[src/rtl/b64sc_pkg.sv]
// Shared types, constants and alphabet functions for the Base64 stream codec.
// No dependencies; imported by every rtl module of the block.
package b64sc_pkg;

  localparam int FifoDepth = 4;
  localparam int FifoAw    = $clog2(FifoDepth);

  localparam logic [7:0] PadChar = 8'h3D;
  localparam logic [7:0] ChUpA   = 8'h41;
  localparam logic [7:0] ChUpZ   = 8'h5A;
  localparam logic [7:0] ChLoA   = 8'h61;
  localparam logic [7:0] ChLoZ   = 8'h7A;
  localparam logic [7:0] ChDig0  = 8'h30;
  localparam logic [7:0] ChDig9  = 8'h39;
  localparam logic [7:0] ChPlus  = 8'h2B;
  localparam logic [7:0] ChSlash = 8'h2F;

  localparam logic [5:0] SxLoBase  = 6'd26;
  localparam logic [5:0] SxDigBase = 6'd52;
  localparam logic [5:0] SxPlus    = 6'd62;
  localparam logic [5:0] SxSlash   = 6'd63;

  // one queued work unit: up to four result bytes
  typedef struct packed {
    logic [3:0][7:0] bytes;
    logic [1:0]      last_idx;  // number of results minus one
    logic            bare;      // end marker without a byte
    logic            eom;
  } job_t;

  function automatic logic [7:0] b64_char(input logic [5:0] sx);
    logic [7:0] ch;
    if (sx < SxLoBase) begin
      ch = ChUpA + {2'b00, sx};
    end else if (sx < SxDigBase) begin
      ch = ChLoA + {2'b00, sx - SxLoBase};
    end else if (sx < SxPlus) begin
      ch = ChDig0 + {2'b00, sx - SxDigBase};
    end else if (sx == SxPlus) begin
      ch = ChPlus;
    end else begin
      ch = ChSlash;
    end
    return ch;
  endfunction

  // bit 6 = valid, bits 5..0 = sextet
  function automatic logic [6:0] b64_sextet(input logic [7:0] ch);
    logic [6:0] v;
    if (ch >= ChUpA && ch <= ChUpZ) begin
      v = {1'b1, 6'(ch - ChUpA)};
    end else if (ch >= ChLoA && ch <= ChLoZ) begin
      v = {1'b1, 6'(ch - ChLoA) + SxLoBase};
    end else if (ch >= ChDig0 && ch <= ChDig9) begin
      v = {1'b1, 6'(ch - ChDig0) + SxDigBase};
    end else if (ch == ChPlus) begin
      v = {1'b1, SxPlus};
    end else if (ch == ChSlash) begin
      v = {1'b1, SxSlash};
    end else begin
      v = 7'd0;
    end
    return v;
  endfunction

endpackage

[src/rtl/b64sc_front.sv]
// Front end: accepts input transactions and the mode register, keeps the
// group state and turns input bytes into jobs for the queue. Uses b64sc_pkg.
module b64sc_front import b64sc_pkg::*; (
  input  logic       clk,
  input  logic       rst_n,
  input  logic       cfg_tvalid,
  output logic       cfg_tready,
  input  logic [7:0] cfg_tdata,   // [0] decode_mode
  input  logic       in_tvalid,
  output logic       in_tready,
  input  logic [7:0] in_tdata,    // [7:0] data_byte
  input  logic       in_tlast,    // last
  input  logic       q_full,
  output logic       q_push,
  output job_t       q_job
);

  logic        mode_r;
  logic [1:0]  phase_r, phase_nxt;
  logic [20:0] held_r, held_nxt;
  logic        stopped_r, stopped_nxt;

  logic        in_fire;
  logic [6:0]  sx, ha, hb, hc;
  logic [5:0]  cs;
  logic [2:0]  cnt;
  job_t        job;

  assign cfg_tready = 1'b1;
  assign in_tready  = !q_full;
  assign in_fire    = in_tvalid && in_tready;
  assign sx = b64_sextet(in_tdata);
  assign ha = held_r[6:0];
  assign hb = held_r[13:7];
  assign hc = held_r[20:14];
  assign cs = hc[6] ? hc[5:0] : SxSlash;

  always_comb begin
    job         = '0;
    cnt         = 3'd0;
    phase_nxt   = phase_r;
    held_nxt    = held_r;
    stopped_nxt = stopped_r;
    if (!mode_r) begin
      case (phase_r)
        2'd0: begin
          job.bytes[0] = b64_char(in_tdata[7:2]);
          job.bytes[1] = b64_char({in_tdata[1:0], 4'b0000});
          job.bytes[2] = PadChar;
          job.bytes[3] = PadChar;
          cnt          = in_tlast ? 3'd4 : 3'd1;
          held_nxt     = {19'd0, in_tdata[1:0]};
          phase_nxt    = 2'd1;
        end
        2'd1: begin
          job.bytes[0] = b64_char({held_r[1:0], in_tdata[7:4]});
          job.bytes[1] = b64_char({in_tdata[3:0], 2'b00});
          job.bytes[2] = PadChar;
          cnt          = in_tlast ? 3'd3 : 3'd1;
          held_nxt     = {17'd0, in_tdata[3:0]};
          phase_nxt    = 2'd2;
        end
        default: begin
          job.bytes[0] = b64_char({held_r[3:0], in_tdata[7:6]});
          job.bytes[1] = b64_char(in_tdata[5:0]);
          cnt          = 3'd2;
          held_nxt     = '0;
          phase_nxt    = 2'd0;
        end
      endcase
    end else if (!stopped_r) begin
      if (phase_r != 2'd3) begin
        case (phase_r)
          2'd0:    held_nxt = {held_r[20:7], sx};
          2'd1:    held_nxt = {held_r[20:14], sx, held_r[6:0]};
          default: held_nxt = {sx, held_r[13:0]};
        endcase
        phase_nxt = phase_r + 2'd1;
      end else begin
        held_nxt  = '0;
        phase_nxt = 2'd0;
        if (!(ha[6] && hb[6])) begin
          stopped_nxt = 1'b1;
        end else begin
          job.bytes[0] = {ha[5:0], hb[5:4]};
          job.bytes[1] = hc[6] ? {hb[3:0], hc[5:2]} : {cs[1:0], sx[5:0]};
          job.bytes[2] = {cs[1:0], sx[5:0]};
          cnt          = 3'd1 + {2'b00, hc[6]} + {2'b00, sx[6]};
        end
      end
    end
    if (in_tlast) begin
      phase_nxt   = 2'd0;
      held_nxt    = '0;
      stopped_nxt = 1'b0;
      job.eom     = 1'b1;
      if (cnt == 3'd0) begin
        job.bare = 1'b1;
        cnt      = 3'd1;
      end
    end
    job.last_idx = 2'(cnt - 3'd1);
  end

  assign q_push = in_fire && (cnt != 3'd0);
  assign q_job  = job;

  always_ff @(posedge clk) begin
    if (!rst_n) begin
      mode_r    <= 1'b0;
      phase_r   <= '0;
      held_r    <= '0;
      stopped_r <= 1'b0;
    end else if (cfg_tvalid && cfg_tready) begin
      mode_r    <= cfg_tdata[0];
      phase_r   <= '0;
      held_r    <= '0;
      stopped_r <= 1'b0;
    end else if (in_fire) begin
      phase_r   <= phase_nxt;
      held_r    <= held_nxt;
      stopped_r <= stopped_nxt;
    end
  end

  a_stop_only_decode: assert property (@(posedge clk) disable iff (!rst_n)
    stopped_r |-> mode_r)
    else $error("decode stop flag set in encode mode");

endmodule

[src/rtl/b64sc_fifo.sv]
// Short job queue between front end and back end.
// Uses job_t and FifoDepth from b64sc_pkg.
module b64sc_fifo import b64sc_pkg::*; (
  input  logic clk,
  input  logic rst_n,
  input  logic push,
  input  job_t push_job,
  input  logic pop,
  output job_t head_job,
  output logic empty,
  output logic full
);

  job_t              entries_r [FifoDepth];
  logic [FifoAw-1:0] wptr_r, rptr_r;
  logic [FifoAw:0]   cnt_r;

  assign empty    = (cnt_r == '0);
  assign full     = (cnt_r == (FifoAw+1)'(FifoDepth));
  assign head_job = entries_r[rptr_r];

  always_ff @(posedge clk) begin
    if (push) begin
      entries_r[wptr_r] <= push_job;
    end
  end

  always_ff @(posedge clk) begin
    if (!rst_n) begin
      wptr_r <= '0;
      rptr_r <= '0;
      cnt_r  <= '0;
    end else begin
      if (push) wptr_r <= wptr_r + 1'b1;
      if (pop)  rptr_r <= rptr_r + 1'b1;
      case ({push, pop})
        2'b10:   cnt_r <= cnt_r + 1'b1;
        2'b01:   cnt_r <= cnt_r - 1'b1;
        default: cnt_r <= cnt_r;
      endcase
    end
  end

  a_no_overflow: assert property (@(posedge clk) disable iff (!rst_n)
    push |-> !full)
    else $error("job queue overflow");

  a_no_underflow: assert property (@(posedge clk) disable iff (!rst_n)
    pop |-> !empty)
    else $error("job queue underflow");

  a_count_range: assert property (@(posedge clk) disable iff (!rst_n)
    cnt_r <= (FifoAw+1)'(FifoDepth))
    else $error("job queue count out of range");

endmodule

[src/rtl/b64sc_back.sv]
// Back end: takes queued jobs and issues their bytes one per cycle while
// not stalled, via a registered output stage. Uses job_t from b64sc_pkg.
module b64sc_back import b64sc_pkg::*; (
  input  logic       clk,
  input  logic       rst_n,
  input  job_t       head_job,
  input  logic       q_empty,
  output logic       q_pop,
  output logic       out_tvalid,
  input  logic       out_tready,
  output logic [7:0] out_tdata,   // [7:0] out_byte
  output logic       out_tuser,   // has_byte
  output logic       out_tlast    // end_of_message
);

  job_t       cur_r;
  logic       cur_valid_r, cur_valid_nxt;
  logic [1:0] idx_r, idx_nxt;
  logic       ovalid_r, ovalid_nxt;
  logic [7:0] obyte_r, obyte_nxt;
  logic       ohas_r, ohas_nxt;
  logic       olast_r, olast_nxt;
  logic       adv, final_one;

  assign adv       = cur_valid_r && (!ovalid_r || out_tready);
  assign final_one = (idx_r == cur_r.last_idx);
  assign q_pop     = !q_empty && (!cur_valid_r || (adv && final_one));

  always_comb begin
    cur_valid_nxt = cur_valid_r;
    idx_nxt       = idx_r;
    ovalid_nxt    = ovalid_r;
    obyte_nxt     = obyte_r;
    ohas_nxt      = ohas_r;
    olast_nxt     = olast_r;
    if (adv) begin
      ovalid_nxt = 1'b1;
      obyte_nxt  = cur_r.bytes[idx_r];
      ohas_nxt   = !cur_r.bare;
      olast_nxt  = cur_r.eom && final_one;
    end else if (out_tready) begin
      ovalid_nxt = 1'b0;
    end
    if (q_pop) begin
      cur_valid_nxt = 1'b1;
      idx_nxt       = '0;
    end else if (adv && final_one) begin
      cur_valid_nxt = 1'b0;
    end else if (adv) begin
      idx_nxt = idx_r + 2'd1;
    end
  end

  always_ff @(posedge clk) begin
    if (!rst_n) begin
      cur_valid_r <= 1'b0;
      idx_r       <= '0;
      ovalid_r    <= 1'b0;
    end else begin
      cur_valid_r <= cur_valid_nxt;
      idx_r       <= idx_nxt;
      ovalid_r    <= ovalid_nxt;
    end
  end

  always_ff @(posedge clk) begin
    if (q_pop) cur_r <= head_job;
    obyte_r <= obyte_nxt;
    ohas_r  <= ohas_nxt;
    olast_r <= olast_nxt;
  end

  assign out_tvalid = ovalid_r;
  assign out_tdata  = obyte_r;
  assign out_tuser  = ohas_r;
  assign out_tlast  = olast_r;

  a_bare_is_end: assert property (@(posedge clk) disable iff (!rst_n)
    (out_tvalid && !out_tuser) |-> (out_tlast && out_tdata == 8'd0))
    else $error("bare marker without end of message or with data");

  a_idx_in_job: assert property (@(posedge clk) disable iff (!rst_n)
    cur_valid_r |-> (idx_r <= cur_r.last_idx))
    else $error("result index beyond job length");

endmodule

[src/rtl/base64_stream_codec.sv]
// Base64 stream codec, standard alphabet, encode or decode by mode register.
// First result of a transaction passes the job queue, the current-job register
// and the output register. Throughput: one result per cycle unless out_tready
// stalls; a byte is taken every cycle while the four-entry job queue has room.
// Reset (synchronous, rst_n low): encode mode, group state and queue cleared.
// Top level; instantiates b64sc_front, b64sc_fifo and b64sc_back.
module base64_stream_codec import b64sc_pkg::*; (
  input  logic       clk,
  input  logic       rst_n,
  input  logic       cfg_tvalid,
  output logic       cfg_tready,
  input  logic [7:0] cfg_tdata,   // [0] decode_mode
  input  logic       in_tvalid,
  output logic       in_tready,
  input  logic [7:0] in_tdata,    // [7:0] data_byte
  input  logic       in_tlast,    // last
  output logic       out_tvalid,
  input  logic       out_tready,
  output logic [7:0] out_tdata,   // [7:0] out_byte
  output logic       out_tuser,   // has_byte
  output logic       out_tlast    // end_of_message
);

  logic q_push, q_pop, q_full, q_empty;
  job_t push_job, head_job;

  b64sc_front u_front (
    .clk        (clk),
    .rst_n      (rst_n),
    .cfg_tvalid (cfg_tvalid),
    .cfg_tready (cfg_tready),
    .cfg_tdata  (cfg_tdata),
    .in_tvalid  (in_tvalid),
    .in_tready  (in_tready),
    .in_tdata   (in_tdata),
    .in_tlast   (in_tlast),
    .q_full     (q_full),
    .q_push     (q_push),
    .q_job      (push_job)
  );

  b64sc_fifo u_fifo (
    .clk      (clk),
    .rst_n    (rst_n),
    .push     (q_push),
    .push_job (push_job),
    .pop      (q_pop),
    .head_job (head_job),
    .empty    (q_empty),
    .full     (q_full)
  );

  b64sc_back u_back (
    .clk        (clk),
    .rst_n      (rst_n),
    .head_job   (head_job),
    .q_empty    (q_empty),
    .q_pop      (q_pop),
    .out_tvalid (out_tvalid),
    .out_tready (out_tready),
    .out_tdata  (out_tdata),
    .out_tuser  (out_tuser),
    .out_tlast  (out_tlast)
  );

endmodule
[config.mk]
export PLATFORM = sky130hd
export DESIGN_NAME = base64_stream_codec
export DESIGN_NICKNAME = d
export VERILOG_FILES = /design/src/rtl/b64sc_pkg.sv /design/src/rtl/b64sc_front.sv /design/src/rtl/b64sc_fifo.sv /design/src/rtl/b64sc_back.sv /design/src/rtl/base64_stream_codec.sv
export SDC_FILE = /design/constraint.sdc
export NUM_CORES = 1
export LEC_CHECK = 0
export BUFFER_PORTS_ARGS = -buffer_cell sky130_fd_sc_hd__buf_2
export CAP_MARGIN = 20
export CELL_PAD_IN_SITES_DETAIL_PLACEMENT = 0
export CELL_PAD_IN_SITES_GLOBAL_PLACEMENT = 1
export CORE_MARGIN = 5
export CORE_UTILIZATION = 45
export CTS_CLUSTER_DIAMETER = 50
export DETAILED_ROUTE_END_ITERATION = 16
export PLACE_DENSITY = 0.69
export SYNTH_ARGS = -nofsm -noshare
export SYNTH_HDL_FRONTEND = slang
export SYNTH_SLANG_ARGS = --single-unit
[constraint.sdc]
create_clock -name clk -period 13.5 [get_ports clk]
set_input_delay 2.025 -clock clk [delete_from_list [all_inputs] [get_ports clk]]
set_output_delay 2.025 -clock clk [all_outputs]
set_load 0.005 [all_outputs]
==> results of run 1 <==
-- final cells by class --
cell class	count	area [sq um]
Fill cell	2112	11690
Sequential cell	191	5376
Clock inverter	15	181.4
Clock buffer	17	425.4
Multi-Input combinational cell	627	4833
Inverter	32	120.1
Timing Repair Buffer	40	235.2
Tap cell	319	399.1
-- sequential cells by signal, indices dropped and copies added, names as in the netlist, 3 cells and up --
signal and flops:
u_front.held_r 21, u_back.cur_r 29, u_fifo.cnt_r 3, u_fifo.entries_r 116, u_back.out_tdata 8
-- worst max-delay path, stage by stage --
cell and delay (ns):
buf_2 0.27, clkinv_1 0.47, ha_1 0.50, a211o_2 0.40, nand3_2 0.13, nand3_1 0.18, nand2_2 0.14, or3_1 0.30
inv_1 0.08, ha_1 0.18, inv_1 0.05, a31oi_1 0.09, nand3_1 0.13, nor2b_1 0.30, ha_1 0.21, a21oi_1 0.17
inv_1 0.11, ha_1 0.18, inv_1 0.06, fa_1 0.37, xor2_1 0.16, or3_1 0.30, a21boi_0 0.15
-- cell families after synthesis --
kind of cell / count (synthesis)
and+or+nand+nor: 249
AOI/OAI and AO/OA: 205
DFF: 191
buffers and inverters: 84
xor gates and xnor gates: 62
adders and majority gates: 59
muxes: 51
other: 1
-- worst paths after layout --
path	from	end	slack, ns
max reg2reg	u_front.phase_r[0]$_SDFFE_PP0P_	u_fifo.cnt_r[2]$_SDFFE_PN0P_	9.75
min	u_front.held_r[9]$_SDFFE_PP0P_	u_front.held_r[9]$_SDFFE_PP0P_	0.45
min reg2reg	u_front.held_r[9]$_SDFFE_PP0P_	u_front.held_r[9]$_SDFFE_PP0P_	0.45
max	in_tdata[2]	u_fifo.cnt_r[2]$_SDFFE_PN0P_	6.89
-- cells in the mapped netlist, types with 3 or more instances --
cell type	instances
xor2_1	25
clkinv_1	3
mux2i_1	16
ha_1	58
nor2_1	50
nand2_1	78
o21ai_1	3
buf_1	4
nand3_1	22
a21oi_1	52
nor3_1	15
mux4_2	34
o211ai_1	4
inv_1	29
nor4_1	3
edfxtp_1	155
a211oi_1	9
buf_2	8
or2_2	3
nand3b_1	3
a22oi_1	11
dfxtp_1	36
a32o_1	3
o21a_1	8
a32oi_1	7
a21o_1	6
a221oi_1	9
xnor2_1	37
a31oi_1	13
and2_1	14
nor2b_1	16
a22oi_2	3
o21ai_0	50
nand4_1	10
and3_1	6
nand2b_1	11
or3_1	3
o31ai_1	3
clkbuf_1	37
nor3b_1	4
a21boi_0	4
-- power by group --
part / total, mW / leakage [nW] / switching (mW) / internal, mW
Combinational: 0.420 / 1.94 / 0.242 / 0.178
Sequential: 0.815 / 1.72 / 0.0350 / 0.780
Clock: 0.510 / 0.283 / 0.217 / 0.294
-- layer usage --
| metal | routed length, um | share of wire | vias up |
|---|---|---|---|
| met5 | 0 | 0 | - |
| met4 | 471 | 0.019 | 0 |
| met3 | 728 | 0.029 | 31 |
| met2 | 12270 | 0.49 | 150 |
| met1 | 11550 | 0.46 | 3445 |
| li1 | - | - | 3371 |
-- through the flow --
stage / std cells / area, sq um / hold WS, ns / setup slack (ns) / util
after global placement: 1208 / 10960 / 0.4373 / 6.509 / 0.4710
final: 1241 / 11570 / 0.4515 / 6.891 / 0.4974
after CTS: 1240 / 11560 / 0.4536 / 6.870 / 0.4971
after detailed placement: 1208 / 10960 / 0.4431 / 6.416 / 0.4710
after floorplan: 902 / 10550 / 0.4288 / 7.096 / -
after global routing: 1241 / 11570 / 0.4850 / 6.400 / 0.4974
==> out/metrics.yaml, run 1 <==
status:
  status: "completed"
synth:
  synth_edf_count: 155
  ys_types: 74
  synth_cells: 902
  synth-xor-area-share: 0.05149
  synthTopCellsByArea: "edfxtp_1 44%, mux4_2 7.3%, ha_1 6.9%, dfxtp_1 6.8%, xnor2_1 3.1%"
  synth_flop_cell: "edfxtp_1"
  synth-compound-area-share: 0.1307
  synthesis.area_sq_mm: 0.01055
  synth.top_cell.area_share: 0.4413
  synth_top_cell_by_area: "edfxtp_1"
  ys_seq_elements: 191
  synthMuxAreaShare: 0.08886
  avgSynthCellArea_sq_um: 11.69
  seq_area_frac_synth: 0.5097
  synthAdderAreaFrac: 0.07071
  synth_top_family_by_area: "compound AO/OA/AOI/OAI gates"
  yosys.area_share.simple: 0.1159
  mappedNetlistNets: 983
  async_reset_ff_frac: 0
  yosys_warnings: 0
clock_network:
  cts_tree: "yes"
  htree_levels: 4
  path_clk_slew_ns: 0.08
  postCtsSetupBuffers: 0
  cts_max_path_buffers: 2
  cts-root-buf: "clkbuf_16"
  cts.sinks: 191
  ctsResizeCount: 0
  cts-buffers-inserted: 17
  hold_buffers: 0
  worstSkewPairLatency_ns: 0.43
setup_path:
  arrival_ns: 6.96
  reg2reg_depth: 16
  start_kind: "primary input"
  crit_path_end_kind: "register"
  critPathRequiredTime_ns: 13.85
  path_class: "primary input to register"
  critPathMaxFanout: 13
global_route:
  grt_use_met2: 0.3223
  gr-total-overflow: 0
  antenna_found_initial: 0
  use_met3: 0.02473
  grt_pass1_vias: 6897
  grt_use_met1: 0.2622
  busiest_layer: "met2"
  grt_max_degree: 44
  grt_pass1_wl_um: 39430
  grt_util_all_layers: 0.1915
floorplanning:
  core_sq_mm: 0.02326
  io_pins: 35
  start_util: 0.4534
  dieArea_sq_mm: 0.02660
  num_rows: 56
  dieWidth_um: 163.1
  die_y_um: 163.1
finish:
  layout_common_cells: "155 x edfxtp_1, 78 x nand2_1, 58 x ha_1"
  syn_to_final_growth_pct: 9.716
  antenna-diode-count: 0
  drive_gt1_frac: 0.1421
  final_nets: 990
  mostFrequentLayoutCell: "edfxtp_1"
sta:
  rsz0062_at_grt: "no"
  fmaxAchievable_mhz: 151.3
  fin_skew_ns: 0.01697
  fin_setup_tns_ns: 0
  finalHoldViolCount: 0
  fin_crit_ns: 6.609
  finalCritPeriodShare: 0.4896
  setup_viol: 0
  relSlewSlack: 0.3230
  slew_viol_final: 0
  worstMarginPinSlew_ns: 1.015
detailed_routing:
  drt.antenna.violating_nets: 0
  drc: 0
  drt-initial-drc-count: 550
  via_count: 6997
  wl_per_cell_um: 20.16
  drt_wl_total_um: 25020
  dr.pass1.iters: 5
  vias_per_cell: 5.638
run:
  maxCapViolations: 0
power_and_ir_drop:
  power_density_mw_per_mm2: 150.8
  power_mw: 1.746
  ir_worst_vdd_v: 0.00007976
  leakagePower_nw: 3.939
hold_path:
  hp-class: "register to register"
  min_path_cells: 2
place:
  gp_congestion: 0.8866
  place_hpwl_um: 17500
  portBuffers: 26
(Power assumes the default switching activity.)
==> inputs of run 2 (changes only) <==
Clock period 13.5 ns to 6.45 ns, I/O delays scaled along.
==> run 2 against run 1 <==
- clock power up 89%
- register-to-register slack worse by 7.0 ns
- final cell count up 0.81%
- worst hold slack better by 0.0059 ns
- sequential cell count unchanged
- die area unchanged
- critical path type unchanged
- total power up 100%
- sequential share of layout area down 0.085 points
- via count down 0.21%
- sequential power up 110%
- wire length about the same
- critical endpoint unchanged
- global-route usage up 0.17 points
==> out/metrics.yaml, run 2 (synthesized netlist as in run 1, its figures left out) <==
status:
  status: "completed"
clock_network:
  hold_buffers: 0
  cts_max_path_buffers: 2
  cts-buffers-inserted: 17
  cts.sinks: 191
  worstSkewPairLatency_ns: 0.42
  ctsResizeCount: 0
  htree_levels: 4
  path_clk_slew_ns: 0.07
  cts_tree: "yes"
  cts-root-buf: "clkbuf_16"
  postCtsSetupBuffers: 0
detailed_routing:
  wl_per_cell_um: 20.00
  via_count: 6982
  dr.pass1.iters: 5
  drt_wl_total_um: 25020
  drt.antenna.violating_nets: 0
  drt-initial-drc-count: 518
  drc: 0
  vias_per_cell: 5.581
sta:
  finalHoldViolCount: 0
  relSlewSlack: 0.2990
  fin_crit_ns: 5.252
  fin_skew_ns: 0.01128
  worstMarginPinSlew_ns: 1.052
  setup_ws_ns: 1.198
  setup_viol: 0
  finalCritPeriodShare: 0.8143
  fin_setup_tns_ns: 0
  rsz0062_at_grt: "no"
  slew_viol_final: 0
  fmaxAchievable_mhz: 190.4
finish:
  reg_top3: "u_fifo.entries_r: 116 flops, u_back.cur_r: 29 flops, u_front.held_r: 21 flops"
  largest_reg_flops: 116
  mostFrequentLayoutCell: "edfxtp_1"
  syn_to_final_growth_pct: 9.918
  final_nets: 1000
  antenna-diode-count: 0
  max_flop_register: "u_fifo.entries_r"
  drive_gt1_frac: 0.1513
  layout_common_cells: "155 x edfxtp_1, 78 x nand2_1, 58 x ha_1"
setup_path:
  critPathRequiredTime_ns: 6.79
  r2r_start: "u_front.phase_r[0]$_SDFFE_PP0P_"
  path_class: "primary input to register"
  start_kind: "primary input"
  arrival_ns: 5.59
  critPathMaxFanout: 13
  cp-startpoint: "in_tdata[0]"
  crit_path_end_kind: "register"
hold_path:
  hp-class: "register to register"
  worstHoldStart: "u_front.held_r[18]$_SDFFE_PP0P_"
floorplanning:
  die_y_um: 163.1
  start_util: 0.4534
  io_pins: 35
  core_sq_mm: 0.02326
  dieArea_sq_mm: 0.02660
  dieWidth_um: 163.1
  num_rows: 56
power_and_ir_drop:
  ir_worst_vdd_v: 0.0001964
  power_density_mw_per_mm2: 306.3
  power_frac_seq: 0.480
  combinationalPowerShare: 0.248
  p_int_mw: 2.513
  switching_power_mw: 1.038
  leakagePower_nw: 3.966
  power.share.switching: 0.2923
  clkPwrFrac: 0.272
place:
  gp_congestion: 0.9026
  pre_cts_slack_ns: 0.7679
  place_hpwl_um: 17770
  portBuffers: 26
global_route:
  antenna_found_initial: 0
  grt_max_degree: 44
  grt_pass1_wl_um: 39840
  grt_pass1_vias: 6867
  gr-total-overflow: 0
  grt_util_all_layers: 0.1932
run:
  maxCapViolations: 0
==> run 2: cell count changes in the layout (fill, tap and decap cells not counted) <==
cell / previous run / this run
inv_6: 5 / 3
bufinv_16: 3 / 0
buf_4: 14 / 24
inv_8: 0 / 2
clkinv_2: 2 / 1
clkinv_4: 0 / 5
clkinvlp_4: 5 / 4
==> run 2: cell type report <==
type	instances	area, sq um
timing repair buffer	50	310.3
sequential	191	5376
multi-input combinational	627	4833
fill	2125	11670
clock inverter	15	127.6
tap	319	399.1
clock buffer	17	425.4
inverter	32	120.1
==> run 2: worst max-delay path, cell delays in order <==
cell and delay, ns:
buf_2 0.19, inv_1 0.28, ha_1 0.34, nor2b_2 0.22, o21ai_1 0.14, a32oi_4 0.30, nand2_2 0.13, or3_1 0.49
ha_1 0.25, a31oi_1 0.23, nand3_1 0.12, nor2b_1 0.19, ha_1 0.22, a21oi_1 0.42, inv_1 0.09, ha_1 0.24
inv_1 0.07, fa_1 0.18, xor2_1 0.07, or3_1 0.30, a21boi_0 0.16
==> run 2: stage by stage <==
stage / instances / util / cell area (sq um) / total power, mW / hold WS, ns
2_1_floorplan: 902 / - / 10550 / 2.360 / 0.4288
3_3_place_gp: 1218 / 0.4742 / 11030 / 2.622 / 0.4384
3_5_place_dp: 1218 / 0.4742 / 11030 / 2.632 / 0.4489
4_1_cts: 1250 / 0.4980 / 11580 / 3.596 / 0.4583
5_1_grt: 1251 / 0.4983 / 11590 / 3.751 / 0.4763
6_report: 1251 / 0.4983 / 11590 / 3.551 / 0.4574
==> run 2: per-layer routing <==
layer  global-route usage  vias to the layer above  part of all wire  wire (um)
met1               0.2766                     3409              0.46      11530
li1                     -                     3397                 -          -
met4              0.04727                        0             0.015        363
met2               0.3145                      158              0.49      12140
met5                    0                        -                 0          0
met3              0.02599                       18             0.039        987
==> run 2: final timing paths <==
kind / to / slack, ns / cells past startpoint
hold reg to reg: u_front.held_r[18]$_SDFFE_PP0P_ / 0.46 / 2
setup / recovery: u_fifo.cnt_r[2]$_SDFFE_PN0P_ / 1.20 / 21
hold / removal: u_front.held_r[18]$_SDFFE_PP0P_ / 0.46 / 2
setup reg to reg: u_fifo.cnt_r[2]$_SDFFE_PN0P_ / 2.73 / 16
==> run 2: power groups by stage <==
stage               Clock, mW  Combinational (mW)  Sequential [mW]
finish                  0.965               0.880             1.71
global route             1.05               0.978             1.73
CTS                     0.989               0.895             1.71
detailed placement          0               0.894             1.74
global placement            0               0.889             1.73
floorplan                   0               0.648             1.71
==> inputs of run 3 (changes only) <==
Settings changed: ABC_AREA set to 1, PLACE_DENSITY 0.69 to 0.73.
Clock period 6.45 ns to 4.9 ns, I/O delays scaled along.
==> run 3 against run 2 <==
- sequential power up 37%
- highest routed layer unchanged
- first-iteration DRC count up 16%
- synthesized cell count up 39%
- non-clock buffer count up 9
- largest power group unchanged
- combinational power up 52%
- sequential share of layout area down 1.4 points
==> out/metrics.yaml, run 3 <==
status:
  status: "completed"
place:
  place_hpwl_um: 20590
  gp_congestion: 0.8874
  pre_cts_slack_ns: 0.1995
  portBuffers: 26
setup_path:
  r2r_slack_ns: 1.05
  path_buf_inv: 5
  reg2reg_depth: 19
  start_kind: "primary input"
  path_class: "primary input to register"
  cp_slowest_stage_delay_ns: 0.37
  rr_endpoint: "u_fifo.cnt_r[2]$_SDFFE_PN0P_"
  cp_common_cell: "ha_1"
  endpoint: "u_fifo.cnt_r[2]$_SDFFE_PN0P_"
  cp-startpoint: "in_tdata[3]"
  critPathMaxFanout: 11
  cpMaxStageDelayCell: "fa_1"
  arrival_ns: 4.57
  crit_path_end_kind: "register"
  r2r_start: "u_front.phase_r[0]$_SDFFE_PP0P_"
  timing.critical_path.depth: 25
  critPathRequiredTime_ns: 5.21
  critPathTopFamily: "adder cells"
detailed_routing:
  dr.pass1.iters: 7
  wl_per_cell_um: 17.43
  drt_wl_total_um: 28170
  drc: 0
  drt-initial-drc-count: 602
  vias_per_cell: 5.236
  drt.antenna.violating_nets: 0
  via_count: 8462
sta:
  worstMarginPinSlew_ns: 1.026
  relSlewSlack: 0.3153
  slew_viol_final: 0
  finalHoldViolCount: 0
  setup_ws_ns: 0.6389
  fin_skew_ns: 0.01335
  fin_crit_ns: 4.261
  finalCritPeriodShare: 0.8696
  setup_viol: 0
  fin_setup_tns_ns: 0
  fmaxAchievable_mhz: 234.7
  rsz0062_at_grt: "no"
power_and_ir_drop:
  power_mw: 5.064
  p_int_mw: 3.374
  leakagePower_nw: 4.809
  ir_worst_vdd_v: 0.0003619
  power_frac_seq: 0.463
  combinationalPowerShare: 0.264
  power_density_mw_per_mm2: 423.6
  switching_power_mw: 1.690
  power.share.switching: 0.3337
  clkPwrFrac: 0.273
synth:
  async_reset_ff_frac: 0
  seq_area_frac_synth: 0.4984
  mappedNetlistNets: 1336
  synth_cells: 1255
  ys_types: 51
  synthesis.area_sq_mm: 0.01079
  synth_common_cells: "286 x nand2_1, 155 x edfxtp_1, 148 x nor2_1, 104 x inv_1, 99 x nand3_1"
  ys_seq_elements: 191
  synthTopCellsByArea: "edfxtp_1 43%, nand2_1 10%, ha_1 6.7%, dfxtp_1 6.7%, nor2_1 5.2%"
  avgSynthCellArea_sq_um: 8.594
  synth_edf_count: 155
  synth_flop_cell: "edfxtp_1"
  yosys_warnings: 0
  synth_top_cell_by_area: "edfxtp_1"
  synth.top_cell.area_share: 0.4316
  yosys.cell_count.top_type: "nand2_1"
finish:
  reg_top3: "u_fifo.entries_r: 116 flops, u_back.cur_r: 29 flops, u_front.held_r: 21 flops"
  max_flop_register: "u_fifo.entries_r"
  antenna-diode-count: 0
  largest_reg_flops: 116
  syn_to_final_growth_pct: 10.84
  drive_gt1_frac: 0.1010
  final_util: 0.5078
  final_nets: 1365
  mostFrequentLayoutCell: "nand2_1"
  fill_cells: 2290
  layout_common_cells: "286 x nand2_1, 155 x edfxtp_1, 144 x nor2_1"
floorplanning:
  dieArea_sq_mm: 0.02716
  start_util: 0.4581
  dieWidth_um: 164.8
  num_rows: 56
  io_pins: 35
  die_y_um: 164.8
  core_sq_mm: 0.02354
hold_path:
  hp-class: "register to register"
clock_network:
  postCtsSetupBuffers: 0
  cts_max_path_buffers: 2
  hold_buffers: 0
  cts_tree: "yes"
  path_clk_slew_ns: 0.07
  cts.sinks: 191
  worstSkewPairLatency_ns: 0.42
  cts-root-buf: "clkbuf_16"
  htree_levels: 4
  cts-buffers-inserted: 17
  ctsResizeCount: 0
global_route:
  grt_pass1_wl_um: 45150
  grt_util_all_layers: 0.2154
  grt_max_degree: 60
  grt_pass1_vias: 8222
  antenna_found_initial: 0
  gr-total-overflow: 0
run:
  maxCapViolations: 0
run 3: cell types whose count changed after synthesis, sizes merged, moves of 16 or more:
cell   delta
inv      +86
mux2i    -16
mux4     -34
nand2   +214
nand3    +80
nor2    +101
nor2b    -17
o21ai    +59
o22ai    +30
xnor2    -33
run 3: through the flow:
stage               std cells  cell area, sq um  hold slack [ns]
floorplan                1255             10790           0.4422
detailed placement       1584             11350           0.4548
finish                   1616             11950           0.4677
global route             1616             11950           0.4815
global placement         1584             11350           0.4521
CTS                      1616             11950           0.4654
run 3: worst min path at each step:
| stage | end | depth (start not counted) | startpoint |
|---|---|---|---|
| 6_report | u_front.held_r[19]$_SDFFE_PP0P_ | 2 | u_front.held_r[19]$_SDFFE_PP0P_ |
| 5_1_grt | u_front.held_r[16]$_SDFFE_PP0P_ | 2 | u_front.held_r[16]$_SDFFE_PP0P_ |
| 4_1_cts | u_front.held_r[10]$_SDFFE_PP0P_ | 2 | u_front.held_r[10]$_SDFFE_PP0P_ |
| 3_5_place_dp | u_front.held_r[10]$_SDFFE_PP0P_ | 2 | u_front.held_r[10]$_SDFFE_PP0P_ |
| 3_3_place_gp | u_front.held_r[10]$_SDFFE_PP0P_ | 2 | u_front.held_r[10]$_SDFFE_PP0P_ |
| 2_1_floorplan | u_front.held_r[10]$_SDFFE_PP0P_ | 2 | u_front.held_r[10]$_SDFFE_PP0P_ |
run 3: metal layers:
layer	up-vias	global-route usage	wire length, um
li1	4322	-	-
met1	3937	0.2781	12390
met2	169	0.3826	14290
met3	34	0.02670	1010
met4	0	0.05709	479
met5	-	0	0
run 3: tightest hold or removal path, cell delays in order, from the launching register on:
cell	delay, ns
dfxtp_1	0.31
nand2_1	0.06
a21oi_1	0.05
run 3: final cells by class:
class | instances | area (sq um) | share of cell area
Clock buffer | 17 | 425.4 | 0.03559
Clock inverter | 15 | 175.2 | 0.01465
Inverter | 119 | 446.7 | 0.03737
Multi-Input combinational cell | 896 | 4753 | 0.3976
Sequential cell | 191 | 5376 | 0.4498
Tap cell | 319 | 399.1 | 0.03339
Timing Repair Buffer | 59 | 377.9 | 0.03161
run 3: power groups by stage:
stage | clock network (mW) | registers, mW | logic [mW]
6_report | 1.38 | 2.34 | 1.34
5_1_grt | 1.49 | 2.37 | 1.53
4_1_cts | 1.41 | 2.35 | 1.36
3_5_place_dp | 0 | 2.38 | 1.36
3_3_place_gp | 0 | 2.38 | 1.34
2_1_floorplan | 0 | 2.31 | 0.918
run 3: cell families after synthesis:
logic type | synth area share
compound gates | 0.1220
buf+inv | 0.06183
simple gates | 0.2271
other cells | 0.0003477
xor+xnor | 0.02111
fa+ha+maj | 0.06914
flops | 0.4984
